**src/design/mlb_pkg.sv**
```systemverilog
`timescale 1ns / 1ps

package mlb_pkg;

   localparam int unsigned SeqDepthDefault = 11;
   localparam int unsigned UnitW           = 8;
   localparam int unsigned CharW           = 8;
   localparam int unsigned CsrIndexW       = 3;
   localparam int unsigned SymCountW       = 3;
   localparam int unsigned MaxSymbols      = 5;

   // register reset values, in 10 ms units
   localparam logic [UnitW-1:0] DotReset    = 8'd20;
   localparam logic [UnitW-1:0] DashReset   = 8'd60;
   localparam logic [UnitW-1:0] GapReset    = 8'd20;
   localparam logic [UnitW-1:0] LetterReset = 8'd100;
   localparam logic [UnitW-1:0] IdleReset   = 8'd10;
   localparam logic [UnitW-1:0] UnitsMax    = 8'hFF;

   // register indexes
   localparam logic [CsrIndexW-1:0] RegDot    = 3'd0;
   localparam logic [CsrIndexW-1:0] RegDash   = 3'd1;
   localparam logic [CsrIndexW-1:0] RegGap    = 3'd2;
   localparam logic [CsrIndexW-1:0] RegLetter = 3'd3;
   localparam logic [CsrIndexW-1:0] RegIdle   = 3'd4;

   // item commands
   localparam logic CmdSetChar = 1'b0;
   localparam logic CmdTick    = 1'b1;

   typedef enum logic [1:0] {
      ST_IDLE,
      ST_FILL,
      ST_FINISH
   } ctrl_state_type;

   // one character of the table; bit i of dash_mask set means symbol i is a dash
   typedef struct packed {
      logic                 found;
      logic [SymCountW-1:0] sym_count;
      logic [MaxSymbols-1:0] dash_mask;
   } morse_entry_type;

   typedef struct packed {
      logic tick;     // advance playback by one unit
      logic reply;    // load the result register
      logic nf;       // not_found value for the reply
      logic latch;    // capture the looked-up character
      logic fill;     // write one symbol pair into the store
      logic finish;   // commit the new character and restart playback
   } mlb_cmd_type;

   typedef struct packed {
      logic same_char;
      logic found;
      logic last_sym;
      logic rsp_free;
   } mlb_status_type;

   function automatic morse_entry_type morse_lookup(input logic [CharW-1:0] ch);
      morse_entry_type e;
      e = '{found: 1'b1, sym_count: 3'd0, dash_mask: 5'b00000};
      unique case (ch)
         8'h43:   e = '{found: 1'b1, sym_count: 3'd4, dash_mask: 5'b00101}; // C -.-.
         8'h44:   e = '{found: 1'b1, sym_count: 3'd3, dash_mask: 5'b00001}; // D -..
         8'h45:   e = '{found: 1'b1, sym_count: 3'd1, dash_mask: 5'b00000}; // E .
         8'h49:   e = '{found: 1'b1, sym_count: 3'd2, dash_mask: 5'b00000}; // I ..
         8'h54:   e = '{found: 1'b1, sym_count: 3'd1, dash_mask: 5'b00001}; // T -
         8'h30:   e = '{found: 1'b1, sym_count: 3'd5, dash_mask: 5'b11111}; // 0 -----
         8'h31:   e = '{found: 1'b1, sym_count: 3'd5, dash_mask: 5'b11110}; // 1 .----
         8'h32:   e = '{found: 1'b1, sym_count: 3'd5, dash_mask: 5'b11100}; // 2 ..---
         8'h33:   e = '{found: 1'b1, sym_count: 3'd5, dash_mask: 5'b11000}; // 3 ...--
         8'h34:   e = '{found: 1'b1, sym_count: 3'd5, dash_mask: 5'b10000}; // 4 ....-
         8'h35:   e = '{found: 1'b1, sym_count: 3'd5, dash_mask: 5'b00000}; // 5 .....
         8'h36:   e = '{found: 1'b1, sym_count: 3'd5, dash_mask: 5'b00001}; // 6 -....
         8'h37:   e = '{found: 1'b1, sym_count: 3'd5, dash_mask: 5'b00011}; // 7 --...
         8'h38:   e = '{found: 1'b1, sym_count: 3'd5, dash_mask: 5'b00111}; // 8 ---..
         8'h39:   e = '{found: 1'b1, sym_count: 3'd5, dash_mask: 5'b01111}; // 9 ----.
         default: e = '{found: 1'b0, sym_count: 3'd0, dash_mask: 5'b00000};
      endcase
      return e;
   endfunction

endpackage

```
**src/design/mlb_req_if.sv**
```systemverilog
`timescale 1ns / 1ps

interface mlb_req_if;
   logic                       valid;
   logic                       ready;
   logic                       cmd;
   logic [mlb_pkg::CharW-1:0]  char_code;

   modport source (output valid, output cmd, output char_code, input ready);
   modport sink   (input valid, input cmd, input char_code, output ready);
endinterface

```
**src/design/mlb_rsp_if.sv**
```systemverilog
`timescale 1ns / 1ps

interface mlb_rsp_if;
   logic valid;
   logic ready;
   logic led_on;
   logic not_found;

   modport source (output valid, output led_on, output not_found, input ready);
   modport sink   (input valid, input led_on, input not_found, output ready);
endinterface

```
**src/design/mlb_ctrl.sv**
```systemverilog
`timescale 1ns / 1ps

module mlb_ctrl (
   input  logic                    clock,
   input  logic                    reset,
   input  logic                    req_valid,
   input  logic                    req_cmd,
   output logic                    req_ready,
   input  mlb_pkg::mlb_status_type status,
   output mlb_pkg::mlb_cmd_type    cmd
);

   mlb_pkg::ctrl_state_type state_ff, state_in;
   logic                    accept;

   assign req_ready = (state_ff == mlb_pkg::ST_IDLE) && status.rsp_free;
   assign accept    = req_valid && req_ready;

   always_ff @(posedge clock) begin
      if (reset) begin
         state_ff <= mlb_pkg::ST_IDLE;
      end else begin
         state_ff <= state_in;
      end
   end

   // next state
   always_comb begin
      state_in = state_ff;
      unique case (state_ff)
         mlb_pkg::ST_IDLE: begin
            if (accept && (req_cmd == mlb_pkg::CmdSetChar) && !status.same_char
                && status.found) begin
               state_in = mlb_pkg::ST_FILL;
            end
         end
         mlb_pkg::ST_FILL: begin
            if (status.last_sym) begin
               state_in = mlb_pkg::ST_FINISH;
            end
         end
         mlb_pkg::ST_FINISH: begin
            state_in = mlb_pkg::ST_IDLE;
         end
         default: begin
            state_in = mlb_pkg::ST_IDLE;
         end
      endcase
   end

   // commands
   always_comb begin
      cmd = '0;
      unique case (state_ff)
         mlb_pkg::ST_IDLE: begin
            if (accept) begin
               priority if (req_cmd == mlb_pkg::CmdTick) begin
                  cmd.tick  = 1'b1;
                  cmd.reply = 1'b1;
               end else if (status.same_char) begin
                  cmd.reply = 1'b1;
               end else if (!status.found) begin
                  cmd.reply = 1'b1;
                  cmd.nf    = 1'b1;
               end else begin
                  cmd.latch = 1'b1;
               end
            end
         end
         mlb_pkg::ST_FILL: begin
            cmd.fill = 1'b1;
         end
         mlb_pkg::ST_FINISH: begin
            cmd.finish = 1'b1;
            cmd.reply  = 1'b1;
         end
         default: begin
            cmd = '0;
         end
      endcase
   end

`ifndef SYNTHESIS
   // a fill run ends only through the commit step
   a_fill_exit: assert property (@(posedge clock) disable iff (reset)
      (state_ff == mlb_pkg::ST_FILL) |=>
         (state_ff == mlb_pkg::ST_FILL || state_ff == mlb_pkg::ST_FINISH))
      else $error("fill left without commit");
   // the commit reply must never overwrite a pending result
   a_finish_free: assert property (@(posedge clock) disable iff (reset)
      (state_ff == mlb_pkg::ST_FINISH) |-> status.rsp_free)
      else $error("result register busy at commit");
   // a new character is only latched on an accepted set item
   a_latch_src: assert property (@(posedge clock) disable iff (reset)
      cmd.latch |-> (req_valid && req_cmd == mlb_pkg::CmdSetChar && status.found))
      else $error("latch without set item");
`endif

endmodule

```
**src/design/mlb_dp.sv**
```systemverilog
`timescale 1ns / 1ps

module mlb_dp #(
   parameter int unsigned SEQ_DEPTH = mlb_pkg::SeqDepthDefault
) (
   input  logic                             clock,
   input  logic                             reset,
   input  logic                             csr_we,
   input  logic [mlb_pkg::CsrIndexW-1:0]    csr_index,
   input  logic [mlb_pkg::UnitW-1:0]        csr_wdata,
   input  logic [mlb_pkg::CharW-1:0]        req_char_code,
   input  mlb_pkg::mlb_cmd_type             cmd,
   output mlb_pkg::mlb_status_type          status,
   output logic                             rsp_valid,
   input  logic                             rsp_ready,
   output logic                             rsp_led_on,
   output logic                             rsp_not_found
);

   localparam int unsigned IdxW  = $clog2(SEQ_DEPTH + 1);
   localparam int unsigned AddrW = $clog2(SEQ_DEPTH);

   // configuration
   logic [mlb_pkg::UnitW-1:0] dot_ff, dash_ff, gap_ff, letter_ff;

   // playback state
   logic [mlb_pkg::UnitW-1:0] store_ff [SEQ_DEPTH];
   logic [IdxW-1:0]           seq_len_ff, seq_len_in;
   logic [IdxW-1:0]           idx_ff, idx_in;
   logic [mlb_pkg::UnitW-1:0] elapsed_ff, elapsed_in;
   logic [mlb_pkg::CharW-1:0] shown_ff, shown_in;
   logic                      led_ff, led_in;

   // character being loaded
   logic [mlb_pkg::CharW-1:0]      char_ff;
   logic [mlb_pkg::SymCountW-1:0]  count_ff;
   logic [mlb_pkg::MaxSymbols-1:0] mask_ff;
   logic [mlb_pkg::SymCountW-1:0]  sym_ff;

   // result register
   logic rsp_valid_ff, rsp_valid_in;
   logic rsp_led_ff, rsp_nf_ff;

   mlb_pkg::morse_entry_type  entry;
   logic [mlb_pkg::UnitW-1:0] el_inc, dur_cur, first_dur, sym_dur, tail_dur;
   logic [AddrW-1:0]          rd_addr, wr_addr;
   logic                      last_sym;

   assign entry    = mlb_pkg::morse_lookup(req_char_code);
   assign last_sym = (sym_ff == count_ff - mlb_pkg::SymCountW'(1));

   assign status.same_char = (req_char_code == shown_ff);
   assign status.found     = entry.found;
   assign status.last_sym  = last_sym;
   assign status.rsp_free  = !rsp_valid_ff || rsp_ready;

   // configuration writes; indexes beyond the list are dropped. The idle pulse
   // length only takes effect through reset, which always applies its default.
   always_ff @(posedge clock) begin
      if (reset) begin
         dot_ff    <= mlb_pkg::DotReset;
         dash_ff   <= mlb_pkg::DashReset;
         gap_ff    <= mlb_pkg::GapReset;
         letter_ff <= mlb_pkg::LetterReset;
      end else if (csr_we) begin
         unique case (csr_index)
            mlb_pkg::RegDot:    dot_ff    <= csr_wdata;
            mlb_pkg::RegDash:   dash_ff   <= csr_wdata;
            mlb_pkg::RegGap:    gap_ff    <= csr_wdata;
            mlb_pkg::RegLetter: letter_ff <= csr_wdata;
            mlb_pkg::RegIdle:   ;
            default: ;
         endcase
      end
   end

   // one symbol pair per fill step: on time, then gap or letter gap
   assign wr_addr  = AddrW'({sym_ff, 1'b0});
   assign sym_dur  = mask_ff[sym_ff] ? dash_ff : dot_ff;
   assign tail_dur = last_sym ? letter_ff : gap_ff;

   // the store reloads the default idle pulse length on reset
   always_ff @(posedge clock) begin
      if (reset) begin
         for (int i = 0; i < int'(SEQ_DEPTH); i++) begin
            store_ff[i] <= mlb_pkg::IdleReset;
         end
      end else if (cmd.fill) begin
         store_ff[wr_addr]                  <= sym_dur;
         store_ff[wr_addr + AddrW'(1)]      <= tail_dur;
      end
   end

   always_ff @(posedge clock) begin
      if (cmd.latch) begin
         char_ff  <= req_char_code;
         count_ff <= entry.sym_count;
         mask_ff  <= entry.dash_mask;
      end
   end

   always_ff @(posedge clock) begin
      if (reset) begin
         sym_ff <= '0;
      end else if (cmd.latch) begin
         sym_ff <= '0;
      end else if (cmd.fill) begin
         sym_ff <= sym_ff + mlb_pkg::SymCountW'(1);
      end
   end

   assign rd_addr   = idx_ff[AddrW-1:0];
   assign dur_cur   = (idx_ff < IdxW'(SEQ_DEPTH)) ? store_ff[rd_addr] : '0;
   assign el_inc    = (elapsed_ff == mlb_pkg::UnitsMax) ? mlb_pkg::UnitsMax
                                                        : elapsed_ff + 8'd1;
   assign first_dur = mask_ff[0] ? dash_ff : dot_ff;

   always_comb begin
      seq_len_in = seq_len_ff;
      idx_in     = idx_ff;
      elapsed_in = elapsed_ff;
      shown_in   = shown_ff;
      led_in     = led_ff;
      if (cmd.tick) begin
         if (idx_ff < seq_len_ff) begin
            if (el_inc >= dur_cur) begin
               idx_in     = idx_ff + IdxW'(1);
               elapsed_in = '0;
               led_in     = idx_ff[0];
            end else begin
               elapsed_in = el_inc;
            end
         end else begin
            idx_in     = '0;
            elapsed_in = el_inc;
         end
      end else if (cmd.finish) begin
         seq_len_in = IdxW'({count_ff, 1'b0});
         shown_in   = char_ff;
         elapsed_in = '0;
         if (first_dur == '0) begin
            idx_in = IdxW'(1);
            led_in = 1'b0;
         end else begin
            idx_in = '0;
            led_in = 1'b1;
         end
      end
   end

   always_ff @(posedge clock) begin
      if (reset) begin
         seq_len_ff <= IdxW'(SEQ_DEPTH);
         idx_ff     <= '0;
         elapsed_ff <= '0;
         shown_ff   <= '0;
         led_ff     <= 1'b0;
      end else begin
         seq_len_ff <= seq_len_in;
         idx_ff     <= idx_in;
         elapsed_ff <= elapsed_in;
         shown_ff   <= shown_in;
         led_ff     <= led_in;
      end
   end

   // result register
   always_comb begin
      rsp_valid_in = rsp_valid_ff;
      if (cmd.reply) begin
         rsp_valid_in = 1'b1;
      end else if (rsp_ready) begin
         rsp_valid_in = 1'b0;
      end
   end

   always_ff @(posedge clock) begin
      if (reset) begin
         rsp_valid_ff <= 1'b0;
      end else begin
         rsp_valid_ff <= rsp_valid_in;
      end
   end

   always_ff @(posedge clock) begin
      if (cmd.reply) begin
         rsp_led_ff <= led_in;
         rsp_nf_ff  <= cmd.nf;
      end
   end

   assign rsp_valid     = rsp_valid_ff;
   assign rsp_led_on    = rsp_led_ff;
   assign rsp_not_found = rsp_nf_ff;

`ifndef SYNTHESIS
   a_idx_bound: assert property (@(posedge clock) disable iff (reset)
      idx_ff <= seq_len_ff)
      else $error("play index beyond sequence length");
   a_restart_led: assert property (@(posedge clock) disable iff (reset)
      cmd.finish |=> (led_ff == (idx_ff == '0)))
      else $error("LED level wrong after restart");
   a_len_shape: assert property (@(posedge clock) disable iff (reset)
      (seq_len_ff[0] == 1'b0) || (seq_len_ff == IdxW'(SEQ_DEPTH)))
      else $error("sequence length neither idle nor symbol pairs");
`endif

endmodule

```
**src/design/morse_led_blinker.sv**
```systemverilog
`timescale 1ns / 1ps
// Tick item: result registered in the cycle after the transfer; one tick per cycle
//   while results are taken.
// Set-character item, new known character: latch, then one store symbol pair
//   written per cycle for n = 1..5 symbols, then the reply; other items wait.
// Reset is synchronous, active high: registers take their defaults, the duration
//   store reloads the idle pulse length at once, and playback shows the idle blink.

module morse_led_blinker #(
   parameter int unsigned SEQ_DEPTH = mlb_pkg::SeqDepthDefault
) (
   input  logic                          clock,
   input  logic                          reset,
   mlb_req_if.sink                       req_ch,
   mlb_rsp_if.source                     rsp_ch,
   input  logic                          csr_we,
   input  logic [mlb_pkg::CsrIndexW-1:0] csr_index,
   input  logic [mlb_pkg::UnitW-1:0]     csr_wdata
);

   mlb_pkg::mlb_cmd_type    cmd;
   mlb_pkg::mlb_status_type status;

   // Controller: decides per transfer whether to tick, reply at once (same or
   // unknown character) or run the fill sequence over the duration store.
   mlb_ctrl u_ctrl (
      .clock     (clock),
      .reset     (reset),
      .req_valid (req_ch.valid),
      .req_cmd   (req_ch.cmd),
      .req_ready (req_ch.ready),
      .status    (status),
      .cmd       (cmd)
   );

   // Datapath: configuration registers, duration store, playback counters and
   // the result register that decouples the response side.
   mlb_dp #(
      .SEQ_DEPTH (SEQ_DEPTH)
   ) u_dp (
      .clock         (clock),
      .reset         (reset),
      .csr_we        (csr_we),
      .csr_index     (csr_index),
      .csr_wdata     (csr_wdata),
      .req_char_code (req_ch.char_code),
      .cmd           (cmd),
      .status        (status),
      .rsp_valid     (rsp_ch.valid),
      .rsp_ready     (rsp_ch.ready),
      .rsp_led_on    (rsp_ch.led_on),
      .rsp_not_found (rsp_ch.not_found)
   );

endmodule
```
**src/flat_wrapper.sv**
```systemverilog
// flat-port wrapper written by rule: the top's interface ports become plain ports
module morse_led_blinker_flat 
#(
   parameter int unsigned SEQ_DEPTH = mlb_pkg::SeqDepthDefault
)
  (clock, reset, csr_we, csr_index, csr_wdata, req_ch_valid, req_ch_cmd, req_ch_char_code, req_ch_ready, rsp_ch_valid, rsp_ch_led_on, rsp_ch_not_found, rsp_ch_ready);
  mlb_req_if req_ch_i ();
  mlb_rsp_if rsp_ch_i ();
  input  logic clock;
  input  logic reset;
  input  logic csr_we;
  input  logic [mlb_pkg::CsrIndexW-1:0] csr_index;
  input  logic [mlb_pkg::UnitW-1:0] csr_wdata;
  input wire logic [$bits(req_ch_i.valid)-1:0] req_ch_valid;
  input wire logic [$bits(req_ch_i.cmd)-1:0] req_ch_cmd;
  input wire logic [$bits(req_ch_i.char_code)-1:0] req_ch_char_code;
  output wire logic [$bits(req_ch_i.ready)-1:0] req_ch_ready;
  output wire logic [$bits(rsp_ch_i.valid)-1:0] rsp_ch_valid;
  output wire logic [$bits(rsp_ch_i.led_on)-1:0] rsp_ch_led_on;
  output wire logic [$bits(rsp_ch_i.not_found)-1:0] rsp_ch_not_found;
  input wire logic [$bits(rsp_ch_i.ready)-1:0] rsp_ch_ready;
  assign req_ch_i.valid = req_ch_valid;
  assign req_ch_i.cmd = req_ch_cmd;
  assign req_ch_i.char_code = req_ch_char_code;
  assign req_ch_ready = req_ch_i.ready;
  assign rsp_ch_valid = rsp_ch_i.valid;
  assign rsp_ch_led_on = rsp_ch_i.led_on;
  assign rsp_ch_not_found = rsp_ch_i.not_found;
  assign rsp_ch_i.ready = rsp_ch_ready;
  morse_led_blinker #(.SEQ_DEPTH(SEQ_DEPTH)) u_core (.clock(clock), .reset(reset), .req_ch(req_ch_i), .rsp_ch(rsp_ch_i), .csr_we(csr_we), .csr_index(csr_index), .csr_wdata(csr_wdata));
endmodule
```
**config.mk**
```make
export PLATFORM = sky130hd
export DESIGN_NAME = morse_led_blinker_flat
export DESIGN_NICKNAME = d
export VERILOG_FILES = /design/src/design/mlb_pkg.sv /design/src/design/mlb_req_if.sv /design/src/design/mlb_rsp_if.sv /design/src/design/mlb_ctrl.sv /design/src/design/mlb_dp.sv /design/src/design/morse_led_blinker.sv /design/src/flat_wrapper.sv
export SDC_FILE = /design/constraint.sdc
export NUM_CORES = 1
export LEC_CHECK = 0
export BUFFER_PORTS_ARGS = -buffer_cell sky130_fd_sc_hd__buf_2
export CAP_MARGIN = 30
export CORE_MARGIN = 4
export CORE_UTILIZATION = 40
export CTS_CLUSTER_DIAMETER = 30
export DETAILED_ROUTE_END_ITERATION = 8
export PLACE_DENSITY = 0.6
export SLEW_MARGIN = 15
export SYNTH_ARGS = -nofsm -noshare
export SYNTH_HDL_FRONTEND = slang
export SYNTH_SLANG_ARGS = --single-unit
```
**constraint.sdc**
```tcl
create_clock -name clock -period 7.1 [get_ports clock]
set_clock_uncertainty 0.1 [all_clocks]
set_input_delay 1.775 -clock clock [delete_from_list [all_inputs] [get_ports clock]]
set_output_delay 1.775 -clock clock [all_outputs]
set_load 0.1 [all_outputs]
```
; ---- Yosys cells after proc, flatten, opt, wreduce, memory -nomap -nowiden
; Memories as Yosys holds them, arrays and structs flattened. A register that Yosys moved wholly into a read port is not among the register bits.
; Cells that the tools add are included.
[totals]
register_bits = 81
mem_count = 1
latchBits = 0
in_bits = 25
mem_bits_ro = 0
ram_bits = 88
[op_classes]
add_sub_neg = 5
bitwise_logic = 4
div_mod_pow = 0
n_lt_le_gt_ge = 4
n_mul = 0
n_eq_ne = 26
n_shift = 0
mux = 53
reduce_logical = 24
[memory_table]
columns = memory, words, width, rd, rd_clocked_by_memory_dff, write_ports, line
row1 = u_core.u_dp.store_ff, 11, 8, 1, 1, 11, mlb_dp.sv:27  ; logic [mlb_pkg::UnitW-1:0] store_ff [SEQ_DEPTH];
[op_table]
columns = cell, count
row1 = 9-bit case mux with 15 select lines, 1
row2 = 8-bit 2-to-1 mux, 11
row3 = 8-bit by 6-bit == test with 1-bit output (second input constant), 10
row4 = 8-bit by 7-bit == test with 1-bit output (second input constant), 5
row5 = 4-bit 2-to-1 mux, 9
row6 = 1-bit 2-to-1 mux, 24
row7 = 8-bit OR reduction, 2
row8 = 2-bit AND reduction, 7
row9 = 2-bit 2-to-1 mux, 5
row10 = 4-bit by 1-bit adder with 4-bit output (second input constant), 2
row11 = 8-bit by 1-bit adder with 8-bit output (second input constant), 1
row12 = 8-bit == test, 1
row13 = 8-bit == test (second input constant), 1
row14 = 8-bit greater-or-equal comparator, 1
row15 = 8-bit logical NOT, 1
row16 = 3-bit by 2-bit == test with 1-bit output (second input constant), 2
row17 = 1-bit logical AND, 5
row18 = 3-bit by 4-bit less-than comparator with 1-bit output (second input constant), 1
row19 = 4-bit less-than comparator, 1
row20 = 4-bit less-than comparator (second input constant), 1
row21 = 1-bit NOT, 4
row22 = 2-bit case mux with 2 select lines, 1
row23 = 2-bit nonzero test, 2
row24 = 4-bit OR reduction, 1
row25 = 16 further kinds, 17

; ---- Depth between registers and ports, before layout
; Gate-level depths: netlist of the first run.
[logic_depth]
ltp_word = 11
mapped_depth = 12

; ---- Modules after synthesis
; A second synthesis of the first run with hierarchy kept.
[hier_totals]
cells_unflattened = 844
hier_area_um2 = 10000.8
[modules_own_cells]
columns = module, area_each_um2, cells_per_inst, instances
row1 = mlb_dp, 9850.7, 827, 1
row2 = mlb_ctrl, 150.1, 17, 1

; ---- Least setup slack after synthesis of the first run
; Ideal clock, no wire load.
[synth_timing]
path_kind = input to output
start = in rsp_ch_ready
end = out req_ch_ready
path_slack_ns = 2.536
path_stages = 2
arrival_ns = 2.689
required_ns = 5.225
path_cell_list = nand2b_1 and2_1
[synth_between]
elab_chain_len = 2
[synth_rtl]
columns = element, line
row1 = start: declaration, flat_wrapper.sv:21  ; input wire logic [$bits(rsp_ch_i.ready)-1:0] rsp_ch_ready;
row2 = 1-bit logical OR, mlb_dp.sv:55  ; assign status.rsp_free = !rsp_valid_ff || rsp_ready;
row3 = 1-bit logical AND, mlb_ctrl.sv:16  ; assign req_ready = (state_ff == mlb_pkg::ST_IDLE) && status.rsp_free;
row4 = end: declaration, flat_wrapper.sv:17  ; output wire logic [$bits(req_ch_i.ready)-1:0] req_ch_ready;
; Every way passes these cells.

; ---- Worst setup path after layout of the first run
; Same ends and word-level chain as after synthesis.

==> qor.yml, run 1 <==
port_buffers: 28
cp_slowest_cell: "buf_2"
avgSynthCellArea_um2: 11.82
period_share_pct: 62.50
final_antenna_net_count: 0
outcome: "complete, no violations"
area_delta_synth_final_pct: 19.13
wl_per_cell_um: 19.86
rsz0062_at_grt: "false"
drt_wl_total_mm: 24.52
cp.required_ns: 5.22
report.final.slew_viol_count: 0
yosysUniqueCellTypes: 58
die-width_um: 165.2
grt_max_degree: 49
synth-edff-count: 146
synth_common_cells: "edfxtp_1 (146), nand2_1 (133), nor2_1 (101)"
dp_hpwl_mm: 16.35
worstSetupStartpoint: "rsp_ch_ready"
synth_top_family_by_area: "simple AND/OR/NAND/NOR gates"
yosys.area.top_type: "edfxtp_1"
h-tree-depth: 2
synthMuxAreaShare_pct: 12.80
syn_nets: 876
ff2ff_path_depth: 10
drtIter0Drc: 697
grt_pass1_vias: 6665
grt_first_pass_wirelength_mm: 38.22
clock_latency_ns: 0.51
start_kind: "primary input"
critical_path_arrival_ns: 2.56
ios: 29
numClockSinks: 213
yosysWarnings: 0
tightest_slew_ns: 0.9729
clkSlewWorstSetupHoldPaths_ns: 0.04
synth_top_cell_area_share_pct: 44.36
setup_viol: 0
total_power_mw: 3.287
synth-compound-area-share_pct: 7.849
cts_hold_buf: 0
via_per_inst: 5.562
cpPeakStageDelay_ns: 0.42
overflow: 0
yosysMostFrequentCell: "edfxtp_1"
synthArstFlopShare_pct: 0
rows: 57
synth_seq_area_share_pct: 57.93
path_class: "in2out"
drt_pre_antenna_iters: 7
period_minus_slack_ns: 4.437
synth_seq_cells: 213
drc: 0
start_util_pct: 40.64
die_area_um2: 27290
cp_common_cell: "buf_2"
cp_max_fo: 5
grt_usage_pct: 18.22
synth.area.top_cells: "edfxtp_1 (44%), dfxtp_1 (14%), mux4_2 (9.3%)"
fmax_ghz: 0.2254
die_y_um: 165.2
routabilityCongestion: 0.7951
synth_xor_area_share_pct: 1.507
insertedDiodeCount: 0
rr_endpoint: "u_core.u_dp.elapsed_ff[3]"
power.leakage_nw: 4.144
nets: 921
hold_violations: 0
r2r_setup_slack_ns: 2.82
yosys.area_share.simple_pct: 15.14
post_cts_resized: 0
clock_path_buffers: 3
antenna_found_initial: 0
setup-tns-final_ns: 0
synthesis.instances: 836
p_per_area_nw_per_um2: 279.2
drive_above_1_share_pct: 18.88
post_cts_buffers: 0
synthAdderAreaFrac_pct: 1.899
vdd_drop_max_mv: 0.1931
critPathCaptureType: "output pin"
min_path_type: "reg2reg"
path_cells: "buf_2 > nand2b_1 > and2_1 > buf_2"
max_cap_viol_count: 0
numCtsBuffers: 38
syn-cell-area_um2: 9883
crit_end: "req_ch_ready"
synth_flop_cell: "edfxtp_1"
root_buffer: "clkbuf_16"
core-area_um2: 24320
fillCellCount: 2111
slew_headroom_pct: 35.14
cts_tree: "built"
dr_total_vias: 6869
==> worst min-delay path by stage <==
stage | from | endpoint | cells past startpoint
final | u_core.u_dp.seq_len_ff[0] | u_core.u_dp.seq_len_ff[0] | 2
after global routing | u_core.u_dp.seq_len_ff[2] | u_core.u_dp.seq_len_ff[2] | 2
after CTS | u_core.u_dp.seq_len_ff[0] | u_core.u_dp.seq_len_ff[0] | 2
after detailed placement | u_core.u_dp.seq_len_ff[0] | u_core.u_dp.seq_len_ff[0] | 2
after global placement | u_core.u_dp.seq_len_ff[0] | u_core.u_dp.seq_len_ff[0] | 2
after floorplan | u_core.u_dp.seq_len_ff[0] | u_core.u_dp.seq_len_ff[0] | 2
==> where the power goes <==
part           total (mW)  internal [mW]  switching (mW)
Clock                1.82           1.21           0.607
Combinational       0.119         0.0361          0.0824
Sequential           1.35           1.34         0.00956
==> registers in the layout (all words and copies together), names as in the netlist, 3 cells and up, named ones only <==
| register | count |
|---|---|
| u_core.u_dp.dash_ff | 8 |
| u_core.u_dp.mask_ff | 5 |
| u_core.u_dp.sym_ff | 3 |
| u_core.u_dp.count_ff | 3 |
| u_core.u_dp.store_ff | 128 |
| u_core.u_dp.shown_ff | 8 |
| u_core.u_dp.char_ff | 8 |
| u_core.u_dp.seq_len_ff | 4 |
| u_core.u_dp.dot_ff | 8 |
| u_core.u_dp.elapsed_ff | 8 |
| u_core.u_dp.idx_ff | 4 |
| u_core.u_dp.gap_ff | 8 |
| u_core.u_dp.letter_ff | 8 |
==> worst max-delay path: cells and delay by family <==
family / cells / cell delay (ns)
buffers and inverters: 2 / 0.49
AND/OR/NAND/NOR: 2 / 0.29
==> layout by cell type (no fill, tap or decap), types with 9 or more instances in the layout <==
cell type and n:
a21oi_1 24, a22oi_1 12, a31oi_1 13, buf_2 28, buf_4 17, clkbuf_16 39, dfxtp_1 66, edfxtp_1 146
ha_1 15, inv_1 17, mux2i_1 25, mux4_2 41, nand2_1 133, nand2b_1 9, nand3_1 25, nand4_1 9
nor2_1 101, nor3_1 16, o22ai_1 27, xnor2_1 13
==> area by class of cell <==
class / count / area (um2) / share of cell area (%)
repair buffers: 53 / 354.1 / 3.007
flip-flops and latches: 213 / 5727 / 48.64
multi-input cells: 556 / 3918 / 33.27
clock inverters: 18 / 224.0 / 1.902
well taps: 324 / 405.4 / 3.443
inverters: 19 / 71.32 / 0.6057
clock buffers: 52 / 1075 / 9.129
==> metal layers <==
layer  GRT usage (%)  part of all wire [%]
met1           25.82                    44
met2           28.40                    46
met3           3.599                   7.6
met4           5.747                   2.5
met5               0                     0
==> cells by family after synthesis <==
group / after synthesis
AO/OA/AOI/OAI: 116
XOR/XNOR: 17
multiplexers: 75
flip-flops: 213
buffers and inverters: 67
adder cells (fa/ha/maj): 15
AND/OR/NAND/NOR: 333
==> metrics by stage <==
step	cells	setup slack (ns)	util (%)	cell area [um2]	hold slack (ns)
global placement	1155	2.682	42.66	10370	0.3338
finish	1235	2.663	48.41	11770	0.3442
detailed placement	1164	2.656	43.04	10470	0.3399
CTS	1234	2.656	48.38	11770	0.3473
floorplan	836	2.536	-	9883	0.3229
global route	1235	2.538	48.41	11770	0.3696
Power figures use the tool's default switching activity.
==> inputs of run 2 (changes only) <==
--- a/config.mk
+++ b/config.mk
@@ -11,7 +11,7 @@
 export CORE_UTILIZATION = 40
 export CTS_CLUSTER_DIAMETER = 30
 export DETAILED_ROUTE_END_ITERATION = 8
-export PLACE_DENSITY = 0.6
+export PLACE_DENSITY = 0.62
 export SLEW_MARGIN = 15
 export SYNTH_ARGS = -nofsm -noshare
 export SYNTH_HDL_FRONTEND = slang
==> constraint.sdc (replaced) <==
create_clock -name clock -period 4 [get_ports clock]
set_clock_uncertainty 0.1 [all_clocks]
set_input_delay 1 -clock clock [delete_from_list [all_inputs] [get_ports clock]]
set_output_delay 1 -clock clock [all_outputs]
set_load 0.1 [all_outputs]
==> qor.yml, run 2 (synthesis results as in run 1) <==
place_ws_ns: 0.4760
wl_per_cell_um: 19.03
clkPwrFrac_pct: 56.7
place_inst: 1169
critical_path_arrival_ns: 3.84
insertedDiodeCount: 0
die-width_um: 165.2
post_dp_cell_area_um2: 10470
numClockSinks: 213
swShare_pct: 20.77
period_minus_slack_ns: 3.515
clock_path_buffers: 3
final_area_um2: 11850
rows: 57
hold_violations: 0
setup_viol: 0
start_kind: "register"
grt_usage_pct: 17.91
pwr-share-comb_pct: 3.4
period_share_pct: 87.88
slew_headroom_pct: 36.85
overflow: 0
grt_first_pass_wirelength_mm: 38.13
cts_tree: "built"
ios: 29
root_buffer: "clkbuf_16"
min_path_type: "reg2reg"
area_delta_synth_final_pct: 19.89
final_antenna_net_count: 0
max_cap_viol_count: 0
critPathCaptureType: "register"
grt_pass1_vias: 6875
dp_hpwl_mm: 15.77
grt_max_degree: 33
seqPwrFrac_pct: 39.9
die_y_um: 165.2
final_cells: 1241
drt_pre_antenna_iters: 5
numCtsBuffers: 40
clkSlewWorstSetupHoldPaths_ns: 0.04
routabilityCongestion: 0.8629
drive_above_1_share_pct: 18.54
fmax_ghz: 0.2845
die_area_um2: 27290
power.leakage_nw: 4.191
start_util_pct: 40.64
drtIter0Drc: 617
path_class: "reg2reg"
cts_hold_buf: 0
vdd_drop_max_mv: 0.3512
clock_latency_ns: 0.52
setup_slack_ns: 0.4847
cp.required_ns: 4.32
p_int_mw: 4.767
dr_total_vias: 6818
port_buffers: 28
drt_wl_total_mm: 23.62
p_per_area_nw_per_um2: 507.8
outcome: "complete, no violations"
power.switching_mw: 1.250
post_cts_resized: 0
core-area_um2: 24320
antenna_found_initial: 0
post_cts_buffers: 0
largest_reg_flops: 128
ff2ff_path_depth: 11
tightest_slew_ns: 0.9209
via_per_inst: 5.494
setup-tns-final_ns: 0
final_cell_mix: "edfxtp_1 (146), nand2_1 (133), nor2_1 (101), dfxtp_1 (66)"
report.final.slew_viol_count: 0
rsz0062_at_grt: "false"
largest_register: "u_core.u_dp.store_ff"
drc: 0
final_common_cell: "edfxtp_1"
h-tree-depth: 2
nets: 927
holdPathStages: 2
cp_max_fo: 32
==> run 2: worst paths after layout <==
check,from,endpoint,slack (ns)
worst min-delay path,u_core.u_dp.seq_len_ff[0],u_core.u_dp.seq_len_ff[0],0.35
worst min register to register,u_core.u_dp.seq_len_ff[0],u_core.u_dp.seq_len_ff[0],0.35
worst max-delay path,register,u_core.u_dp.elapsed_ff[2],0.48
worst max register to register,register,u_core.u_dp.elapsed_ff[2],0.48
==> run 2: final cells by class <==
type                       count  area (um2)
clock buffer                  46        1045
clock inverter                26       330.3
fill                        2145       12470
inverter                      19       71.32
multi-input combinational    556        3887
sequential                   213        5727
tap                          324       405.4
timing repair buffer          57       382.9
==> run 2: critical path, stage by stage, from the launching register on <==
cell and delay, ns:
dfxtp_2 0.33, buf_12 0.25, mux4_2 0.53, mux4_2 0.49, nand2_1 0.09, ha_1 0.23, a211o_1 0.26, a31oi_1 0.20
o221ai_1 0.16, buf_4 0.20, a211o_1 0.36, o22ai_1 0.20
==> run 2: per-layer routing <==
layer / part of all wire (%) / GRT usage [%] / vias to the layer above
met2: 49 / 28.77 / 199
li1: - / - / 3218
met1: 43 / 24.51 / 3351
met3: 5.6 / 3.574 / 50
met5: 0 / 0 / -
met4: 2.4 / 5.898 / 0
==> run 2: stage by stage <==
step	utilization [%]	hold slack, ns	power (mW)
2_1_floorplan	-	0.3229	2.566
3_3_place_gp	43.07	0.3353	2.641
3_5_place_dp	43.07	0.3382	2.644
4_1_cts	48.72	0.3527	6.070
5_1_grt	48.72	0.3704	6.211
6_report	48.72	0.3468	6.017
==> run 2: power by group through the flow <==
stage / Clock, mW / Combinational (mW) / Sequential, mW
2_1_floorplan: 0 / 0.118 / 2.45
3_3_place_gp: 0 / 0.202 / 2.44
3_5_place_dp: 0 / 0.205 / 2.44
4_1_cts: 3.47 / 0.206 / 2.40
5_1_grt: 3.59 / 0.222 / 2.40
6_report: 3.41 / 0.205 / 2.40
==> inputs of run 3 (changes only) <==
--- a/config.mk
+++ b/config.mk
@@ -15,4 +15,5 @@
 export SLEW_MARGIN = 15
 export SYNTH_ARGS = -nofsm -noshare
 export SYNTH_HDL_FRONTEND = slang
+export SYNTH_HIERARCHICAL = 1
 export SYNTH_SLANG_ARGS = --single-unit
==> qor.yml, run 3 <==
outcome: "complete, no violations"
final_cell_mix: "edfxtp_1 (146), nand2_1 (124), nor2_1 (110), dfxtp_1 (66), clkbuf_16 (44)"
max_cap_viol_count: 0
period_share_pct: 92.03
wl_met3_mm: 1.354
vdd_drop_max_mv: 0.3903
slew_headroom_pct: 38.39
rows: 57
place_ws_ns: 0.2019
numCtsBuffers: 44
via_per_inst: 5.532
synthesis.instances: 844
core-area_um2: 24460
wl_met1_mm: 10.82
root_buffer: "clkbuf_16"
yosys.area_share.simple_pct: 14.86
clock_latency_ns: 0.52
routabilityCongestion: 0.8565
final_antenna_net_count: 0
post_cts_buffers: 0
insertedDiodeCount: 0
power.leakage_nw: 4.291
synth_top_family_by_area: "simple AND/OR/NAND/NOR gates"
critPathCaptureType: "register"
synth_common_cells: "edfxtp_1 (146), nand2_1 (124), nor2_1 (110)"
numClockSinks: 213
grt_max_degree: 29
drive_above_1_share_pct: 19.79
yosysUniqueCellTypes: 68
clkSlewWorstSetupHoldPaths_ns: 0.04
cp.required_ns: 4.36
critical_path_arrival_ns: 4.04
synthMuxAreaShare_pct: 12.65
swShare_pct: 21.68
seqPwrFrac_pct: 38.8
min_from: "u_core/u_dp/seq_len_ff[0]"
nets: 941
synth_flop_cell: "edfxtp_1"
tightest_slew_ns: 0.9192
yosysMostFrequentCell: "edfxtp_1"
synth_xor_area_share_pct: 1.401
setup-tns-final_ns: 0
ios: 29
p_int_mw: 4.857
total_power_mw: 6.201
rsz0062_at_grt: "false"
fmax_ghz: 0.2716
pwr-share-comb_pct: 4.4
die_area_um2: 27600
clock_path_buffers: 3
h-tree-depth: 2
area_delta_synth_final_pct: 20.77
seqCellArea_um2: 5727
r2r_setup_slack_ns: 0.32
power.switching_mw: 1.344
start_kind: "register"
drtIter0Drc: 568
routed.top_layer: "met4"
final_common_cell: "edfxtp_1"
place_inst: 1179
finish.utilization_pct: 49.37
synth_seq_cells: 213
period_minus_slack_ns: 3.681
drt_wl_total_mm: 24.63
yosys.area.top_type: "edfxtp_1"
synth.area.top_cells: "edfxtp_1 (44%), dfxtp_1 (13%), mux4_2 (9.2%)"
wl_met2_mm: 11.74
synth_top_cell_area_share_pct: 43.84
syn-cell-area_um2: 10000
avgSynthCellArea_um2: 11.85
synthArstFlopShare_pct: 0
port_buffers: 28
drt_pre_antenna_iters: 5
report.final.slew_viol_count: 0
min_path_type: "reg2reg"
antenna_found_initial: 0
final_cells: 1259
clkPwrFrac_pct: 56.7
syn_nets: 884
die_y_um: 166.1
grt_first_pass_wirelength_mm: 39.78
path_class: "reg2reg"
multi_input_area_um2: 3996
grt_pass1_vias: 7145
largest_register: "u_core/u_dp/store_ff"
setup_slack_ns: 0.3187
dp_hpwl_mm: 16.66
fillCellCount: 2165
setup_viol: 0
grt_usage_pct: 17.88
start_util_pct: 40.88
die-width_um: 166.1
cp_max_fo: 14
dr_total_vias: 6965
synth-compound-area-share_pct: 8.908
cts_tree: "built"
p_per_area_nw_per_um2: 513.4
yosysWarnings: 6
synth-edff-count: 146
synthAdderAreaFrac_pct: 1.877
synth_seq_area_share_pct: 57.25
overflow: 0
largest_reg_flops: 128
drc: 0
hold_violations: 0
wl_per_cell_um: 19.56
## run 3: cell count changes after synthesis, sizes merged, moves of 5 or more
| cell | change |
|---|---|
| nor2 | +9 |
| nand2 | -9 |
| clkbuf | +7 |
| nand2b | +5 |
| a31oi | -9 |
| nand3 | -7 |
| o21ai | -6 |
## run 3: per-stage QoR
stage          instance area [um2]  hold WS, ns
2_1_floorplan                10010       0.3229
3_3_place_gp                 10610       0.3326
3_5_place_dp                 10610       0.3383
4_1_cts                      12060       0.3452
5_1_grt                      12080       0.3670
6_report                     12080       0.3418
## run 3: power by group through the flow
stage               Clock [mW]  Sequential, mW  Combinational (mW)
global placement             0            2.45               0.271
global route              3.69            2.41               0.299
CTS                       3.57            2.41               0.275
floorplan                    0            2.45               0.170
finish                    3.52            2.41               0.276
detailed placement           0            2.45               0.274
## run 3: worst max-delay path, stage by stage (launching register included)
cell	delay, ns
dfxtp_2	0.50
buf_12	0.21
mux4_2	0.55
mux4_2	0.49
nand2_1	0.09
ha_1	0.25
a21o_1	0.17
a21oi_1	0.35
o211ai_1	0.26
a211oi_4	0.44
a221o_1	0.20
## run 3: layout make-up
class                      instances  share of cell area (%)
clock buffer                      51                   9.500
clock inverter                    29                   2.538
inverter                          20                  0.6216
multi-input combinational        560                   33.09
sequential                       213                   47.42
tap                              324                   3.356
timing repair buffer              62                   3.481
## run 3: what timing repair did
| item | 4_1_cts | 5_1_grt |
|---|---|---|
| endpoints found under the hold margin | 0 | 0 |
| hold buffers | 0 | 0 |
| gates resized for setup | 0 | 4 |
| setup endpoints to repair | 0 | 16 |
## run 3: path summary, 6_finish.rpt
check                              end  cells after the start
max          u_core/u_dp/elapsed_ff[3]                     10
min          u_core/u_dp/seq_len_ff[0]                      2
max reg2reg  u_core/u_dp/elapsed_ff[3]                     10
min reg2reg  u_core/u_dp/seq_len_ff[0]                      2
## run 3: logic make-up (layout without fill, tap and decap cells)
| family | after synthesis | count (layout) |
|---|---|---|
| xor+xnor | 16 | 16 |
| simple gates | 330 | 330 |
| compound gates | 124 | 124 |
| flops | 213 | 213 |
| fa+ha+maj | 15 | 15 |
| buf+inv | 71 | 162 |
| mux | 75 | 75 |
## run 3: routing by layer
metal  vias up  GRT usage [%]
met2       227          28.39
met5         -              0
met3        53          3.047
met1      3414          25.03
li1       3271              -
met4         0          6.205
